--- src/design/ppt_pkg.sv ---
// ----------------------------------------------------------------------------
// ppt_pkg
// Shared types and constants for the projective point transform.
// ----------------------------------------------------------------------------
package ppt_pkg;

	localparam int unsigned FRAC_BITS_DEF = 16;
	localparam int unsigned Q_DEPTH_DEF   = 4;

	localparam int unsigned CW        = 32;   // coordinate and coefficient width
	localparam int unsigned REG_W     = 64;   // widest configuration register
	localparam int unsigned LIM_W     = 31;   // degeneracy threshold width
	localparam int unsigned CFG_IDX_W = 3;
	localparam int unsigned PW        = 2 * CW;   // product width
	localparam int unsigned SW        = PW + 2;   // exact sum width, signed
	localparam int unsigned MW        = SW;       // magnitude width

	localparam logic [CW-1:0] Q_MAX = {1'b0, {(CW-1){1'b1}}};
	localparam logic [CW-1:0] Q_MIN = {1'b1, {(CW-1){1'b0}}};

	typedef enum logic [CFG_IDX_W-1:0] {
		CFG_XX_YX  = 3'd0,
		CFG_TX_XY  = 3'd1,
		CFG_YY_TY  = 3'd2,
		CFG_PX_PY  = 3'd3,
		CFG_W_CONST = 3'd4,
		CFG_DEG_LIM = 3'd5
	} cfg_idx_t;

	// one classified point as handed from front to back
	typedef struct packed {
		logic [MW-1:0] nx_mag;
		logic [MW-1:0] ny_mag;
		logic [MW-1:0] w_mag;
		logic          nx_neg;
		logic          ny_neg;
		logic          degen;
	} ppt_entry_t;

endpackage

--- src/design/ppt_queue.sv ---
// ----------------------------------------------------------------------------
// ppt_queue
// Short FIFO between front and back.
// ----------------------------------------------------------------------------
module ppt_queue #(
	parameter int unsigned DEPTH = ppt_pkg::Q_DEPTH_DEF
) (
	input  logic                clk,
	input  logic                arst_n,
	input  logic                push,
	input  ppt_pkg::ppt_entry_t wdata,
	input  logic                pop,
	output ppt_pkg::ppt_entry_t rdata,
	output logic                full,
	output logic                empty
);
	import ppt_pkg::*;

	localparam int unsigned AW = (DEPTH > 1) ? $clog2(DEPTH) : 1;
	localparam int unsigned CNTW = $clog2(DEPTH + 1);

	ppt_entry_t      ent_q [DEPTH];
	logic [AW-1:0]   wr_q, rd_q;
	logic [CNTW-1:0] cnt_q;

	assign full  = cnt_q == CNTW'(DEPTH);
	assign empty = cnt_q == '0;
	assign rdata = ent_q[rd_q];

	always_ff @(posedge clk) begin
		if (push)
			ent_q[wr_q] <= wdata;
	end

	always_ff @(posedge clk or negedge arst_n) begin
		if (!arst_n) begin
			wr_q  <= '0;
			rd_q  <= '0;
			cnt_q <= '0;
		end else begin
			if (push)
				wr_q <= (wr_q == AW'(DEPTH - 1)) ? '0 : wr_q + 1'b1;
			if (pop)
				rd_q <= (rd_q == AW'(DEPTH - 1)) ? '0 : rd_q + 1'b1;
			if (push && !pop)
				cnt_q <= cnt_q + 1'b1;
			else if (pop && !push)
				cnt_q <= cnt_q - 1'b1;
		end
	end

	a_no_overrun: assert property (@(posedge clk) disable iff (!arst_n)
		push |-> !full) else $error("queue push while full");
	a_no_underrun: assert property (@(posedge clk) disable iff (!arst_n)
		pop |-> !empty) else $error("queue pop while empty");
	a_count: assert property (@(posedge clk) disable iff (!arst_n)
		push && !pop |=> cnt_q == $past(cnt_q) + 1'b1)
		else $error("queue count did not follow push");

endmodule

--- config.mk ---
export PLATFORM = sky130hd
export DESIGN_NAME = ppt_queue
export DESIGN_NICKNAME = d
export VERILOG_FILES = /design/src/design/ppt_pkg.sv /design/src/design/ppt_queue.sv
export SDC_FILE = /design/constraint.sdc
export NUM_CORES = 1
export LEC_CHECK = 0
export CAP_MARGIN = 20
export CORE_AREA = 3 3 253 181
export DETAILED_ROUTE_END_ITERATION = 8
export DIE_AREA = 0 0 256 184
export DONT_BUFFER_PORTS = 1
export GPL_ROUTABILITY_DRIVEN = 0
export PLACE_DENSITY_LB_ADDON = 0.3
export SLEW_MARGIN = 10
export SYNTH_ARGS = -nofsm -noshare
export SYNTH_HDL_FRONTEND = slang
export SYNTH_SLANG_ARGS = --single-unit
--- constraint.sdc ---
create_clock -name clk -period 9.4 [get_ports clk]
set_input_delay 1.41 -clock clk [delete_from_list [all_inputs] [get_ports clk]]
set_output_delay 1.41 -clock clk [all_outputs]
set_load 0.005 [all_outputs]
==> flow_summary.json <==
{
  "worst_pin_slew_ns": 1.11,
  "grt_pass1_wl_mm": 91.3,
  "drive_gt1_share_pct": 27.4,
  "dr.max_layer_used": "met4",
  "final_util_pct": 74.1,
  "core_sq_um": 43500,
  "status": "finished clean",
  "syn_nets": 1299,
  "routedWlPerCell_microns": 35.2,
  "drc": 0,
  "syn-cell-area_sq_um": 29400,
  "hold_buffers": 0,
  "fillers": 2135,
  "p_leak_uw": 0.0100,
  "holdCritPathClass": "reg2reg",
  "numPortBuffers": 0,
  "cap_violations": 0,
  "tns_ns": 0,
  "synthAdderAreaFrac_pct": 0.323,
  "start_util_pct": 67.7,
  "max_slew_margin_pct": 26.1,
  "fin_ws_ns": 4.31,
  "worstPathArrival_ns": 3.68,
  "rsz0062_at_grt": "false",
  "worst_path_largest_cell_delay_ns": 0.88,
  "finalMaxSlewViolations": 0,
  "n_antenna_cell": 0,
  "p_per_area_nw_per_um2": 307,
  "clk_path_buf_depth": 3,
  "hold_viol": 0,
  "die_w_microns": 256,
  "yosysSeqAreaShare_pct": 82.6,
  "synth_cell_types": 21,
  "synthSimpleGateAreaFrac_pct": 0.191,
  "grt-ovfl-total": 0,
  "cp-start-kind": "flop",
  "cts_tree": "done",
  "dp_hpwl_mm": 35.7,
  "via_per_inst": 6.80,
  "wl_met1_mm": 21.8,
  "vias": 12100,
  "antenna_left": 0,
  "yosysWarningCount": 0,
  "cts_resized": 0,
  "area_delta_synth_final_pct": 9.50,
  "clock_latency_ns": 0.59,
  "boundaryPins": 408,
  "skew_ns": 0.0205,
  "yosys_register_bits": 811,
  "final-setup-viol-count": 0,
  "row_count": 64,
  "first_iter_violations": 1276,
  "ir_drop_mv": 0.334,
  "synth_top_family_by_area": "multiplexers",
  "met3WireLength_mm": 6.72,
  "endpoint_kind": "output port",
  "die_y_microns": 184,
  "grt_max_degree": 78,
  "final.min_clock_period_ns": 5.09,
  "layout.nets": 1345,
  "clk_pin_slew_worst_paths_ns": 0.06,
  "post-route-period-util_pct": 54.2,
  "antenna_found_initial": 0,
  "clock-sinks": 811,
  "synth_xor_xnor_area_share_pct": 0.0893,
  "htree_levels": 3,
  "cts_root_buffer": "clkbuf_16",
  "synth_compound_area_share_pct": 0.0340,
  "worst_hold_slack_ns": 0.512,
  "path_class": "reg2out",
  "cts_buffers": 71,
  "worstPathRequired_ns": 7.99,
  "grt_usage_pct": 27.2,
  "cts_setup_buffers": 0,
  "fmax_mhz": 196,
  "firstDrtPassIters": 5,
  "cpMostUsedCell": "buf_4",
  "avgSynthCellArea_sq_um": 27.1,
  "cp_cell_sequence": "buf_4 > buf_4 > mux4_2",
  "layout_common_cells": "edfxtp_1 (804), mux4_2 (201), clkbuf_16 (73), clkbuf_1 (17), buf_4 (16)",
  "netlist_instances": 1087,
  "met2_length_mm": 32.4,
  "synth_mux_area_share_pct": 15.5,
  "cp_max_fo": 50,
  "final_common_cell": "edfxtp_1",
  "dieArea_sq_um": 47100,
  "wirelength_mm": 62.6,
  "post-place-ws_ns": 4.80,
  "grt_pass1_vias": 12900,
  "cpMaxStageDelayCell": "buf_4"
}
==> cell families after synthesis <==
logic type,after synthesis
fa+ha+maj,7
buf+inv,49
mux,204
compound gates,2
flops,811
xor+xnor,3
simple gates,11
==> sequential cells by signal, summed over array words and instances, names as in the netlist <==
signal	flops
ent_q	804
rd_q	2
wr_q	2
cnt_q	3
==> worst max-delay path: cells and delay by family (launching register included) <==
| family | cells | cell delay [ns] |
|---|---|---|
| flip-flops | 1 | 0.71 |
| buffers and inverters | 2 | 1.59 |
| multiplexers | 1 | 0.67 |
==> per-stage QoR <==
step	instances	area, sq um	total power [uW]
global placement	1652	30000	7080
finish	1781	32200	9890
CTS	1779	32200	9990
detailed placement	1652	30000	7150
floorplan	1087	29400	6690
global route	1781	32200	10200
==> synthesized netlist by cell type <==
cell type  number  area (sq um)
edfxtp_1      804         24100
mux4_2        201          4530
buf_2          19          95.1
buf_6          19           214
dfrtp_1         7           175
ha_1            6          75.1
and2_1          4          25.0
inv_1           4          15.0
mux2_2          3          33.8
nor2_1          3          11.3
buf_1           2          7.51
buf_4           2          15.0
clkbuf_1        2          7.51
nand2_1         2          7.51
o21ai_0         2          10.0
xor2_1          2          17.5
buf_8           1          15.0
fa_1            1          20.0
nor3_1          1          5.00
nor3b_1         1          7.51
xnor2_1         1          8.76
==> cell type report <==
| cell class | instances | area (sq um) | share of cell area, % |
|---|---|---|---|
| Clock buffer | 90 | 1890 | 5.87 |
| Clock inverter | 37 | 332 | 1.03 |
| Inverter | 4 | 15.0 | 0.0466 |
| Multi-Input combinational cell | 227 | 4760 | 14.8 |
| Sequential cell | 811 | 24300 | 75.5 |
| Tap cell | 594 | 743 | 2.31 |
| Timing Repair Buffer | 18 | 168 | 0.520 |
==> final timing paths <==
check	start	end	slack (ns)	cells past startpoint
min in group asynchronous	arst_n	wr_q[0]	0.52	0
min reg2reg	cnt_q[2]	cnt_q[2]	0.51	1
max in group asynchronous	arst_n	rd_q[1]	8.79	0
max	rd_q[0]	rdata[100]	4.31	3
max reg2reg	wr_q[0]	ent_q[2][21]	6.26	5
min	cnt_q[2]	cnt_q[2]	0.51	1
==> report_power, final <==
group	total, uW	switching (uW)	internal, uW
Combinational	2190	1240	955
Clock	2790	1250	1550
Sequential	4900	259	4640
==> metal layers <==
layer	track usage, %	vias up
li1	-	4803
met1	33.7	6520
met2	45.7	683
met3	10.4	106
met4	8.27	0
met5	0	-
(Power assumes the default switching activity.)
